$ cat src/hw/rtl/pulse_charge_amplitude_macros.svh
// Assertion macros for the pulse charge/amplitude block.
// Expects signals named clock and reset in the including scope.
`ifndef PULSE_CHARGE_AMPLITUDE_MACROS_SVH
`define PULSE_CHARGE_AMPLITUDE_MACROS_SVH

// Invariant checked at every rising clock edge outside reset
`define PCA_ASSERT_ALWAYS(label, expr, msg) \
   label: assert property (@(posedge clock) disable iff (reset) (expr)) \
      else $error(msg);

// Implication with the consequent checked in the next cycle
`define PCA_ASSERT_NEXT(label, ante, cons, msg) \
   label: assert property (@(posedge clock) disable iff (reset) (ante) |=> (cons)) \
      else $error(msg);

`endif

$ cat src/hw/rtl/pca_pkg.sv
// Shared types and constants for the pulse charge/amplitude block.
// No dependencies.
`timescale 1ns / 1ps

package pca_pkg;

   localparam int SAMPLE_W  = 14;
   localparam int IDX_W     = 11;
   localparam int BSUM_W    = 24;
   localparam int WSUM_W    = 25;
   localparam int WCNT_W    = 12;
   localparam int WSTART_W  = 11;
   localparam int WEND_W    = 12;
   localparam int LOW_MAX_W = 16;
   localparam int CHARGE_W  = 34;
   localparam int AMP_W     = 22;

   localparam logic [WSTART_W-1:0] WSTART_RST = 11'd400;
   localparam logic [WEND_W-1:0]   WEND_RST   = 12'd900;

   // register index codes (paddr[2])
   localparam logic REG_WSTART = 1'b0;
   localparam logic REG_WEND   = 1'b1;

   // result queue
   localparam int DEPTH = 8;
   localparam int PTR_W = $clog2(DEPTH);
   localparam int CNT_W = $clog2(DEPTH + 1);

   localparam logic signed [47:0] CHARGE_MAX = 48'sd8589934591;
   localparam logic signed [47:0] CHARGE_MIN = -48'sd8589934592;
   localparam logic signed [35:0] AMP_MAX    = 36'sd4194303;

   typedef struct packed {
      logic [SAMPLE_W-1:0] sample;
      logic                last_sample;
   } req_type;

   typedef struct packed {
      logic signed [CHARGE_W-1:0] charge;
      logic [AMP_W-1:0]           amplitude;
      logic                       window_cut_short;
   } rsp_type;

   // per-waveform values carried down the finishing pipeline
   typedef struct packed {
      logic [WCNT_W-1:0]    wcnt;
      logic [WSUM_W-1:0]    wsum;
      logic [LOW_MAX_W-1:0] low;
      logic                 cut;
   } carry_type;

endpackage

$ cat src/hw/rtl/pca_const_div.sv
// Two-stage divider by a constant: reciprocal multiply, then one correction step.
// Standalone; used by pulse_charge_amplitude.
`timescale 1ns / 1ps

module pca_const_div #(
   parameter int W       = 24,
   parameter int DIVISOR = 200
) (
   input  logic         clock,
   input  logic [W-1:0] x,
   output logic [W-1:0] quo,
   output logic [W-1:0] rem
);

   // floor(2^W / D): estimate is never more than one below the true quotient
   localparam logic [W:0]   RECIP = (W+1)'((64'd1 << W) / DIVISOR);
   localparam logic [W-1:0] DIV_W = W'(DIVISOR);

   logic [W-1:0]   x_ff;
   logic [W-1:0]   est_ff;
   logic [2*W:0]   prod_a;
   logic [2*W-1:0] prod_b;
   logic [W-1:0]   rem_est;
   logic [W-1:0]   quo_in;
   logic [W-1:0]   rem_in;

   assign prod_a = x * RECIP;

   always_ff @(posedge clock) begin
      x_ff   <= x;
      est_ff <= prod_a[2*W-1:W];
   end

   always_comb begin
      prod_b  = est_ff * DIV_W;
      rem_est = x_ff - prod_b[W-1:0];
      if (rem_est >= DIV_W) begin
         quo_in = est_ff + W'(1);
         rem_in = rem_est - DIV_W;
      end else begin
         quo_in = est_ff;
         rem_in = rem_est;
      end
   end

   always_ff @(posedge clock) begin
      quo <= quo_in;
      rem <= rem_in;
   end

endmodule

$ cat src/hw/rtl/pulse_charge_amplitude.sv
// Baseline-subtracted charge and amplitude of photomultiplier waveforms. Takes one sample
// per clock, with no gaps, while req_ready is high; once the last sample of a waveform is
// accepted, its result passes through the finishing pipeline (three constant dividers of
// two stages each). Results wait in an 8-entry queue; req_ready drops only while 8 results
// are outstanding (in the pipeline or queued) and not yet taken.
// Depends on pca_pkg, pca_const_div and pulse_charge_amplitude_macros.svh.
`timescale 1ns / 1ps
`include "pulse_charge_amplitude_macros.svh"

module pulse_charge_amplitude #(
   parameter int BASELINE_LEN = 200,
   parameter int MAX_SAMPLES  = 2048,
   parameter int SAMPLE_BITS  = 14
) (
   input  logic             clock,
   input  logic             reset,
   input  logic             req_valid,
   output logic             req_ready,
   input  pca_pkg::req_type req_data,
   output logic             rsp_valid,
   input  logic             rsp_ready,
   output pca_pkg::rsp_type rsp_data,
   input  logic             psel,
   input  logic             penable,
   input  logic             pwrite,
   input  logic [2:0]       paddr,
   input  logic [31:0]      pwdata,
   output logic [31:0]      prdata,
   output logic             pready
);

   localparam int LOW_W = SAMPLE_BITS;
   localparam logic [pca_pkg::SAMPLE_W-1:0] SMASK =
      pca_pkg::SAMPLE_W'((32'd1 << SAMPLE_BITS) - 32'd1);
   localparam logic [pca_pkg::IDX_W-1:0] BASE_END = pca_pkg::IDX_W'(BASELINE_LEN);
   localparam logic [pca_pkg::IDX_W-1:0] IDX_LAST = pca_pkg::IDX_W'(MAX_SAMPLES - 1);
   localparam logic [31:0] BASE_C = 32'(BASELINE_LEN);
   localparam logic [pca_pkg::CNT_W-1:0] DEPTH_C = pca_pkg::CNT_W'(pca_pkg::DEPTH);

   // ---------------- configuration ----------------
   logic [pca_pkg::WSTART_W-1:0] wstart_ff, wstart_in;
   logic [pca_pkg::WEND_W-1:0]   wend_ff, wend_in;
   logic                         csr_wr;

   assign pready = 1'b1;
   assign csr_wr = psel && penable && pwrite && pready;

   always_comb begin
      wstart_in = wstart_ff;
      wend_in   = wend_ff;
      if (csr_wr) begin
         case (paddr[2])
            pca_pkg::REG_WSTART: wstart_in = pwdata[pca_pkg::WSTART_W-1:0];
            pca_pkg::REG_WEND:   wend_in   = pwdata[pca_pkg::WEND_W-1:0];
            default: ;
         endcase
      end
   end

   always_comb begin
      case (paddr[2])
         pca_pkg::REG_WSTART: prdata = {21'b0, wstart_ff};
         pca_pkg::REG_WEND:   prdata = {20'b0, wend_ff};
         default:             prdata = 32'b0;
      endcase
   end

   always_ff @(posedge clock) begin
      if (reset) begin
         wstart_ff <= pca_pkg::WSTART_RST;
         wend_ff   <= pca_pkg::WEND_RST;
      end else begin
         wstart_ff <= wstart_in;
         wend_ff   <= wend_in;
      end
   end

   // ---------------- per-sample accumulation ----------------
   logic [pca_pkg::IDX_W-1:0]  idx_ff, idx_in, idx_nx;
   logic [pca_pkg::BSUM_W-1:0] bsum_ff, bsum_in, bsum_nx;
   logic [pca_pkg::WSUM_W-1:0] wsum_ff, wsum_in, wsum_nx;
   logic [pca_pkg::WCNT_W-1:0] wcnt_ff, wcnt_in, wcnt_nx;
   logic [LOW_W-1:0]           low_ff, low_in, low_nx, smp_low;
   logic [pca_pkg::SAMPLE_W-1:0] smp;
   logic                       in_base, in_win, req_hs, rsp_hs, acc_last;
   logic [pca_pkg::WEND_W-1:0] seen;

   logic                       fin_vld_ff, fin_vld_in;
   logic [pca_pkg::BSUM_W-1:0] fin_bsum_ff;
   pca_pkg::carry_type         fin_carry_ff, fin_carry_in;

   assign req_hs   = req_valid && req_ready;
   assign rsp_hs   = rsp_valid && rsp_ready;
   assign acc_last = req_hs && req_data.last_sample;

   always_comb begin
      smp     = req_data.sample & SMASK;
      smp_low = LOW_W'(smp);
      in_base = idx_ff < BASE_END;
      in_win  = (idx_ff >= wstart_ff) && ({1'b0, idx_ff} < wend_ff);
      bsum_nx = in_base ? bsum_ff + pca_pkg::BSUM_W'(smp) : bsum_ff;
      wsum_nx = in_win ? wsum_ff + pca_pkg::WSUM_W'(smp) : wsum_ff;
      wcnt_nx = in_win ? wcnt_ff + pca_pkg::WCNT_W'(1) : wcnt_ff;
      low_nx  = (smp_low < low_ff) ? smp_low : low_ff;
      idx_nx  = (idx_ff < IDX_LAST) ? idx_ff + pca_pkg::IDX_W'(1) : idx_ff;
      seen    = {1'b0, idx_ff} + pca_pkg::WEND_W'(1);

      fin_carry_in.wcnt = wcnt_nx;
      fin_carry_in.wsum = wsum_nx;
      fin_carry_in.low  = pca_pkg::LOW_MAX_W'(low_nx);
      fin_carry_in.cut  = seen < wend_ff;
      fin_vld_in        = acc_last;

      idx_in  = idx_ff;
      bsum_in = bsum_ff;
      wsum_in = wsum_ff;
      wcnt_in = wcnt_ff;
      low_in  = low_ff;
      if (req_hs) begin
         if (req_data.last_sample) begin
            idx_in  = '0;
            bsum_in = '0;
            wsum_in = '0;
            wcnt_in = '0;
            low_in  = '1;
         end else begin
            idx_in  = idx_nx;
            bsum_in = bsum_nx;
            wsum_in = wsum_nx;
            wcnt_in = wcnt_nx;
            low_in  = low_nx;
         end
      end
   end

   always_ff @(posedge clock) begin
      if (reset) begin
         idx_ff     <= '0;
         bsum_ff    <= '0;
         wsum_ff    <= '0;
         wcnt_ff    <= '0;
         low_ff     <= '1;
         fin_vld_ff <= 1'b0;
      end else begin
         idx_ff     <= idx_in;
         bsum_ff    <= bsum_in;
         wsum_ff    <= wsum_in;
         wcnt_ff    <= wcnt_in;
         low_ff     <= low_in;
         fin_vld_ff <= fin_vld_in;
      end
   end

   always_ff @(posedge clock) begin
      fin_bsum_ff  <= bsum_nx;
      fin_carry_ff <= fin_carry_in;
   end

   // ---------------- finishing pipeline ----------------
   // bsum = q1*B + r1; the rounded quotients then split into an exact part and a
   // remainder part: charge = 256*wcnt*q1 + round(256*wcnt*r1/B) - 256*wsum.
   logic [pca_pkg::BSUM_W-1:0] q1, r1;
   logic [31:0]                q2, q2_rem;
   logic [19:0]                q3, q3_rem;
   logic [31:0]                x2_in;
   logic [19:0]                x3_in;
   logic [21:0]                wr_prod;

   logic               p2_vld_ff, p3_vld_ff, p4_vld_ff, p5_vld_ff, p6_vld_ff;
   pca_pkg::carry_type p2_carry_ff, p3_carry_ff, p4_carry_ff, p5_carry_ff, p6_carry_ff;
   logic [35:0]        p4_wq_ff, p5_wq_ff, p6_wq_ff;
   logic [pca_pkg::BSUM_W-1:0] p4_q1_ff, p5_q1_ff, p6_q1_ff;
   logic [31:0]        p4_x2_ff;
   logic [19:0]        p4_x3_ff;

   pca_const_div #(.W(pca_pkg::BSUM_W), .DIVISOR(BASELINE_LEN)) u_div_base (
      .clock (clock),
      .x     (fin_bsum_ff),
      .quo   (q1),
      .rem   (r1)
   );

   assign wr_prod = 22'(p3_carry_ff.wcnt) * 22'(r1[9:0]);
   assign x2_in   = {wr_prod[21:0], 9'b0} + BASE_C;
   assign x3_in   = {1'b0, r1[9:0], 9'b0} + BASE_C[19:0];

   always_ff @(posedge clock) begin
      if (reset) begin
         p2_vld_ff <= 1'b0;
         p3_vld_ff <= 1'b0;
         p4_vld_ff <= 1'b0;
         p5_vld_ff <= 1'b0;
         p6_vld_ff <= 1'b0;
      end else begin
         p2_vld_ff <= fin_vld_ff;
         p3_vld_ff <= p2_vld_ff;
         p4_vld_ff <= p3_vld_ff;
         p5_vld_ff <= p4_vld_ff;
         p6_vld_ff <= p5_vld_ff;
      end
   end

   always_ff @(posedge clock) begin
      p2_carry_ff <= fin_carry_ff;
      p3_carry_ff <= p2_carry_ff;
      p4_carry_ff <= p3_carry_ff;
      p5_carry_ff <= p4_carry_ff;
      p6_carry_ff <= p5_carry_ff;
      p4_wq_ff    <= 36'(p3_carry_ff.wcnt) * 36'(q1);
      p5_wq_ff    <= p4_wq_ff;
      p6_wq_ff    <= p5_wq_ff;
      p4_q1_ff    <= q1;
      p5_q1_ff    <= p4_q1_ff;
      p6_q1_ff    <= p5_q1_ff;
      p4_x2_ff    <= x2_in;
      p4_x3_ff    <= x3_in;
   end

   pca_const_div #(.W(32), .DIVISOR(2 * BASELINE_LEN)) u_div_charge (
      .clock (clock),
      .x     (p4_x2_ff),
      .quo   (q2),
      .rem   (q2_rem)
   );

   pca_const_div #(.W(20), .DIVISOR(2 * BASELINE_LEN)) u_div_amp (
      .clock (clock),
      .x     (p4_x3_ff),
      .quo   (q3),
      .rem   (q3_rem)
   );

   logic signed [47:0] charge_raw;
   logic signed [35:0] amp_raw;
   pca_pkg::rsp_type   result;

   always_comb begin
      charge_raw = $signed({4'b0, p6_wq_ff, 8'b0}) + $signed({16'b0, q2})
                 - $signed({15'b0, p6_carry_ff.wsum, 8'b0});
      amp_raw    = $signed({4'b0, p6_q1_ff, 8'b0}) + $signed({16'b0, q3})
                 - $signed({12'b0, p6_carry_ff.low, 8'b0});
      if (charge_raw > pca_pkg::CHARGE_MAX) begin
         result.charge = pca_pkg::CHARGE_W'(pca_pkg::CHARGE_MAX);
      end else if (charge_raw < pca_pkg::CHARGE_MIN) begin
         result.charge = pca_pkg::CHARGE_W'(pca_pkg::CHARGE_MIN);
      end else begin
         result.charge = charge_raw[pca_pkg::CHARGE_W-1:0];
      end
      if (amp_raw < 36'sd0) begin
         result.amplitude = '0;
      end else if (amp_raw > pca_pkg::AMP_MAX) begin
         result.amplitude = '1;
      end else begin
         result.amplitude = amp_raw[pca_pkg::AMP_W-1:0];
      end
      result.window_cut_short = p6_carry_ff.cut;
   end

   // ---------------- result queue ----------------
   // owed counts results promised to the consumer: in the pipeline or queued
   pca_pkg::rsp_type           queue_ff [pca_pkg::DEPTH];
   logic [pca_pkg::PTR_W-1:0]  wr_ptr_ff, wr_ptr_in, rd_ptr_ff, rd_ptr_in;
   logic [pca_pkg::CNT_W-1:0]  cnt_ff, cnt_in, owed_ff, owed_in;

   assign req_ready = owed_ff < DEPTH_C;
   assign rsp_valid = cnt_ff != '0;
   assign rsp_data  = queue_ff[rd_ptr_ff];

   always_comb begin
      wr_ptr_in = p6_vld_ff ? wr_ptr_ff + pca_pkg::PTR_W'(1) : wr_ptr_ff;
      rd_ptr_in = rsp_hs ? rd_ptr_ff + pca_pkg::PTR_W'(1) : rd_ptr_ff;
      cnt_in    = cnt_ff;
      owed_in   = owed_ff;
      case ({p6_vld_ff, rsp_hs})
         2'b10:   cnt_in = cnt_ff + pca_pkg::CNT_W'(1);
         2'b01:   cnt_in = cnt_ff - pca_pkg::CNT_W'(1);
         default: cnt_in = cnt_ff;
      endcase
      case ({acc_last, rsp_hs})
         2'b10:   owed_in = owed_ff + pca_pkg::CNT_W'(1);
         2'b01:   owed_in = owed_ff - pca_pkg::CNT_W'(1);
         default: owed_in = owed_ff;
      endcase
   end

   always_ff @(posedge clock) begin
      if (reset) begin
         wr_ptr_ff <= '0;
         rd_ptr_ff <= '0;
         cnt_ff    <= '0;
         owed_ff   <= '0;
      end else begin
         wr_ptr_ff <= wr_ptr_in;
         rd_ptr_ff <= rd_ptr_in;
         cnt_ff    <= cnt_in;
         owed_ff   <= owed_in;
      end
   end

   always_ff @(posedge clock) begin
      if (p6_vld_ff) begin
         queue_ff[wr_ptr_ff] <= result;
      end
   end

   // ---------------- checks ----------------
   `PCA_ASSERT_ALWAYS(a_queue_room, !p6_vld_ff || (cnt_ff < DEPTH_C), "result queue overflow")
   `PCA_ASSERT_ALWAYS(a_owed_covers, (cnt_ff <= owed_ff) && (owed_ff <= DEPTH_C), "owed count off")
   `PCA_ASSERT_NEXT(a_last_enters, acc_last, fin_vld_ff, "last sample lost before pipeline")

endmodule

$ cat config.mk
export PLATFORM = sky130hd
export DESIGN_NAME = pulse_charge_amplitude
export DESIGN_NICKNAME = d
export VERILOG_FILES = /design/src/hw/rtl/pca_pkg.sv /design/src/hw/rtl/pca_const_div.sv /design/src/hw/rtl/pulse_charge_amplitude.sv
export VERILOG_INCLUDE_DIRS = /design/src /design/src/hw/rtl
export SDC_FILE = /design/constraint.sdc
export NUM_CORES = 2
export LEC_CHECK = 0
export ABC_AREA = 1
export BUFFER_PORTS_ARGS = -buffer_cell sky130_fd_sc_hd__buf_2
export CORE_AREA = 2 2 433 435
export CTS_BUF_LIST = sky130_fd_sc_hd__clkbuf_4 sky130_fd_sc_hd__clkbuf_8 sky130_fd_sc_hd__clkbuf_16
export CTS_CLUSTER_DIAMETER = 120
export CTS_CLUSTER_SIZE = 20
export DETAILED_ROUTE_END_ITERATION = 10
export DIE_AREA = 0 0 435 437
export HOLD_SLACK_MARGIN = 0.03
export PLACE_DENSITY = 0.69
export SYNTH_ARGS = -nofsm -noshare
export SYNTH_HDL_FRONTEND = slang
export SYNTH_HIERARCHICAL = 1
export SYNTH_SLANG_ARGS = --single-unit
$ cat constraint.sdc
create_clock -name clock -period 9.9 [get_ports clock]
set_input_delay 1.98 -clock clock [delete_from_list [all_inputs] [get_ports clock]]
set_output_delay 1.98 -clock clock [all_outputs]
set_load 0.02 [all_outputs]
Word-level counts from Yosys, hierarchy flattened

Memories as Yosys holds them, arrays and structs flattened. A register that Yosys moved wholly into a read port is not among the register bits.
Cells that the tools add are included.

Muxes and demuxes: 25
Reduce and logical (&&, ||, !) cells: 13
Add/subtract/negate cells: 24
Bitwise logic cells: 1
Shifts and indexed selects: 0
Divide/modulo/power cells: 0
$lt $le $gt $ge: 14
$mul: 8
Equal/unequal tests: 4

Operators by type and width:

| operator                                                        | number |
|---|---|
| two-way mux 24 bit                                              | 3 |
| two-way mux 34 bit                                              | 2 |
| one-hot mux 32 bit (2 select lines)                             | 1 |
| multiplier 32 x 23 -> 55 bit, second input constant             | 1 |
| two-way mux 25 bit                                              | 2 |
| greater-than comparator 46 x 34 -> 1 bit, second input constant | 1 |
| less-than comparator 46 x 34 -> 1 bit, second input constant    | 1 |
| subtractor 45 x 33 -> 46 bit                                    | 1 |
| adder 44 x 25 -> 45 bit                                         | 1 |
| two-way mux 22 bit                                              | 2 |
| multiplier 24 x 16 -> 40 bit, second input constant             | 1 |
| two-way mux 12 bit                                              | 3 |
| greater-than comparator 34 x 23 -> 1 bit, second input constant | 1 |
| less-than comparator 34 x 1 -> 1 bit, second input constant     | 1 |
| subtractor 33 x 22 -> 34 bit                                    | 1 |
| adder 31 x 8 -> 32 bit, second input constant                   | 1 |
| >= comparator 32 x 9 -> 1 bit, second input constant            | 1 |
| multiplier 20 x 12 -> 32 bit, second input constant             | 1 |
| subtractor 32 bit                                               | 1 |
| multiplier 12 x 18 -> 30 bit                                    | 1 |
| multiplier 24 x 5 -> 28 bit, second input constant              | 1 |
| two-way mux 14 bit                                              | 2 |
| adder 26 x 13 -> 27 bit                                         | 1 |
| adder 24 x 1 -> 25 bit, second input constant                   | 1 |
| 39 further kinds                                                | 57 |

Bits in latches: 0
Input port bits: 57
Register bits after elaboration: 838
Memories kept: 1
ROM bits: 0
Word-level logic and storage cells: 150
Output and inout bits: 92
RAM bits: 456

Memories:

| name     | depth | width | read ports | clocked after memory_dff | wr ports | RTL line                      | text |
|---|---|---|---|---|---|---|---|
| queue_ff | 8     | 57    | 1          | 1                        | 1        | pulse_charge_amplitude.sv:261 | `pca_pkg::rsp_type queue_ff [pca_pkg::DEPTH];` |

Longest topological paths before layout

Depth after elaboration: 5
Depth in mapped cells: 35

By module

The synthesis kept the hierarchy.

By module, submodules not included:

| module                        | cells each | area an instance (um^2) | times used | sequential area each (um^2) |
|---|---|---|---|---|
| pulse_charge_amplitude        | 6400       | 57607.8                 | 1          | 26585.5 |
| pca_const_div at u_div_charge | 2650       | 21580.7                 | 1          | 2262.2 |
| pca_const_div at u_div_base   | 1711       | 13679.4                 | 1          | 1661.6 |
| pca_const_div at u_div_amp    | 1086       | 8594.5                  | 1          | 1301.2 |

Least setup slack after synthesis

No wires, ideal clock.

Path type: register to register
From: register p4_x2_ff[11]
To: register u_div_charge.est_ff[22]
Stages on the path, launching flop included: 24
Clock period less this slack: 5.617 ns
Path buffers: 0
Data arrival time: 5.505 ns
Setup time: 0.112 ns
Slack: 4.283 ns
Path through: dfxtp_1 -> ha_1 -> fa_1 -> fa_1 -> inv_1 -> fa_1 -> inv_1 -> fa_1 -> fa_1 -> inv_1 -> fa_1 -> inv_1 -> ha_1 -> a21oi_1 -> o21ai_0 -> nand2_1 -> a21oi_1 -> nor2_1 -> nand3_1 -> a21oi_1 -> o21ai_0 -> nand2_1 -> nand3_1 -> nand2_1

Cells in the longest elaborated chain, start to end: 1

RTL lines:

| element                      | RTL line                      | text |
|---|---|---|
| from (decl)                  | pulse_charge_amplitude.sv:173 | `logic [31:0] p4_x2_ff;` |
| from (signal assigned)       | pulse_charge_amplitude.sv:215 | `p4_x2_ff <= x2_in;` |
| multiplier 32 x 23 -> 55 bit | pca_const_div.sv:27           | `assign prod_a = x * RECIP;` |
| via u_div_charge.prod_a[54]  | pca_const_div.sv:21           | `logic [2*W:0] prod_a;` |
| to (signal assigned)         | pca_const_div.sv:31           | `est_ff <= prod_a[2*W-1:W];` |
| to (decl)                    | pca_const_div.sv:20           | `logic [W-1:0] est_ff;` |

The timed path passes the listed nets, and every way through them passes these cells.
A chain may end at the register's enable or synchronous reset.

Worst setup path in the final report

From: register u_div_charge.est_ff[4]
To: register u_div_charge.quo[9]

Cells in the longest elaborated chain, start to end: 4
Elaborated cells between the ends (all ways): 5
Those cells by class: add/sub (2); mul (1); order compare (1); mux (1)

RTL lines:

| element                       | RTL line            | text |
|---|---|---|
| multiplier 24 x 5 -> 28 bit   | pca_const_div.sv:35 | `prod_b = est_ff * DIV_W;` |
| subtractor 32 bit             | pca_const_div.sv:36 | `rem_est = x_ff - prod_b[W-1:0];` |
| >= comparator 32 x 9 -> 1 bit | pca_const_div.sv:37 | `if (rem_est >= DIV_W) begin` |
| two-way mux 24 bit *          | pca_const_div.sv:37 |  |
| via u_div_charge.quo_in[9]    | pca_const_div.sv:24 | `logic [W-1:0] quo_in;` |
| to (signal assigned)          | pca_const_div.sv:47 | `quo <= quo_in;` |
| to (decl)                     | pca_const_div.sv:11 | `output logic [W-1:0] quo,` |

Mark *: on every way through the listed nets, which the timed path passes. The rest lies on a longest branch.

==> flow_summary.yaml <==
grt:
  grt_overflow: 0
  grt_pass1_wl_mm: 390
  first_global_vias: 73400
  antenna_found_initial: 1
  grt_max_degree: 122
  grtUsageTotal_pct: 25.7
timing:
  worst_hold_slack_ps: 304
  max_freq_mhz: 146
  tns_ps: 0
  rsz0062_at_grt: "no"
  maxSlewViolCount: 0
  setup_viol: 0
  maxSlewHeadroom_pct: 23.7
  hold_viol: 0
  tightestPinTransition_ps: 1140
  fin_crit_sh_pct: 69.1
  clock_skew_ps: 32.6
  fin_crit_ps: 6850
yosys:
  yosysWarnings: 6
  syn_area_mm2: 0.0988
  synthCells: 11500
  synth_area_per_cell_um2: 8.60
route:
  drc: 0
  wirelength_mm: 244
  via_per_inst: 5.20
  firstDrtPassIters: 6
  antenna_left: 0
  dr_total_vias: 73500
  drt_iter0_markers: 4971
  wire_per_inst_um: 17.3
min_path:
  min-delay-start: "p5_q1_ff[17]$_DFF_P_"
  holdCritPathClass: "flip-flop to flip-flop"
cts:
  post_cts_buffers: 0
  cts.sinks: 1295
  cts-root-buf: "clkbuf_16"
  cts_buffers: 79
  clk_path_buf_depth: 3
  clock_latency_ps: 740
  cts_resized: 0
  hold_buffers: 0
  clk_pin_slew_worst_paths_ps: 90
  tritoncts: "built"
  htree_levels: 3
setup_path:
  start_kind: "flip-flop"
  path_delay_family: "simple AND/OR/NAND/NOR gates"
  timing.rr.start: "u_div_charge/est_ff[4]$_DFF_P_"
  crit_slowest_cell: "nand2_2"
  crit_arrival_ps: 7460
  crit_buf_inv: 2
  crit_top_cell: "nand2_1"
  cp_slowest_stage_delay_ps: 600
  crit_fanout: 22
  startpoint: "u_div_charge/est_ff[4]$_DFF_P_"
  required_ps: 10510
  endpoint_kind: "flip-flop"
  critPathKind: "flip-flop to flip-flop"
layout:
  nets: 13700
  area_growth_pct: 5.76
  final_cell_mix: "nand2_1 (2358), inv_1 (2319), ha_1 (1148)"
  fin_area_mm2: 0.104
  mostFrequentLayoutCell: "nand2_1"
  utilization_pct: 56.5
  layout-drive-gt1-share_pct: 3.43
  instances_no_fill: 14100
power_and_ir_drop:
  seqPwrFrac_pct: 18.1
  power_density_mw_per_mm2: 346
  clockPowerShare_pct: 9.5
  max-vdd-ir-drop_v: 0.00111
  p_sw_uw: 19100
  combinationalPowerShare_pct: 72.4
  swShare_pct: 52.7
  power.internal_uw: 17100
  power_leakage_uw: 0.0537
floorplan:
  core_mm2: 0.185
  rows: 158
  die_w_um: 435
  die_h_um: 437
  io_pins: 149
  start_util_pct: 53.4
  die_area_mm2: 0.190
flow_run:
  maxCapViolCount: 0
placed_design:
  routabilityCongestion: 0.943
  dp_hpwl_mm: 190
  dpl_cell_area_mm2: 0.102
  port_buffers: 105
  placed_cells: 14000
status:
  status: "finished clean"
[stage by stage]
stage	total power [uW]	setup slack, ps
2_1_floorplan	26200	4280
3_3_place_gp	32200	3190
3_5_place_dp	32600	3150
4_1_cts	36200	3150
5_1_grt	40200	2550
6_report	36200	3050
[power groups by stage]
stage | logic [uW] | clock network [uW] | registers [uW]
after detailed placement | 26000 | 0 | 6670
after global placement | 25600 | 0 | 6660
after floorplan | 20000 | 0 | 6300
final | 26200 | 3430 | 6550
after CTS | 26200 | 3510 | 6540
after global routing | 29900 | 3680 | 6590
[flip-flops by register name, indices dropped and copies added (netlist names), 24 cells and up, named ones only]
register / flops
queue_ff: 456
fin_carry_ff: 52
p2_carry_ff: 52
p3_carry_ff: 52
p4_carry_ff: 40
p5_carry_ff: 40
p6_carry_ff: 40
p4_wq_ff: 36
p5_wq_ff: 36
p6_wq_ff: 36
u_div_charge/x_ff: 32
u_div_charge/quo: 25
wsum_ff: 25
bsum_ff: 24
fin_bsum_ff: 24
p4_q1_ff: 24
p5_q1_ff: 24
p6_q1_ff: 24
u_div_base/x_ff: 24
u_div_charge/est_ff: 24
[per-layer routing]
layer  global-route usage [%]  up-vias  share of wire [%]
met1                     34.8    35400                 45
met2                     43.8     1794                 48
met4                     7.60        0                3.0
met5                        0        -                  0
li1                         -    36000                  -
met3                     2.26      322                4.7
[path summary, 6_finish.rpt]
path	to	slack, ps	cells past startpoint
min reg2reg	p6_q1_ff[17]$_DFF_P_	300	0
max	u_div_charge/quo[9]$_DFF_P_	3050	29
max reg2reg	u_div_charge/quo[9]$_DFF_P_	3050	29
min	p6_q1_ff[17]$_DFF_P_	300	0
[layout make-up]
type	count	area, um2
Inverter	2340	8790
Antenna cell	6	15.0
Clock buffer	102	2150
Clock inverter	17	269
Fill cell	16700	80500
Tap cell	2480	3100
Sequential cell	1295	30500
Multi-Input combinational cell	7764	58900
Timing Repair Buffer	129	708
(Power assumes the default switching activity.)
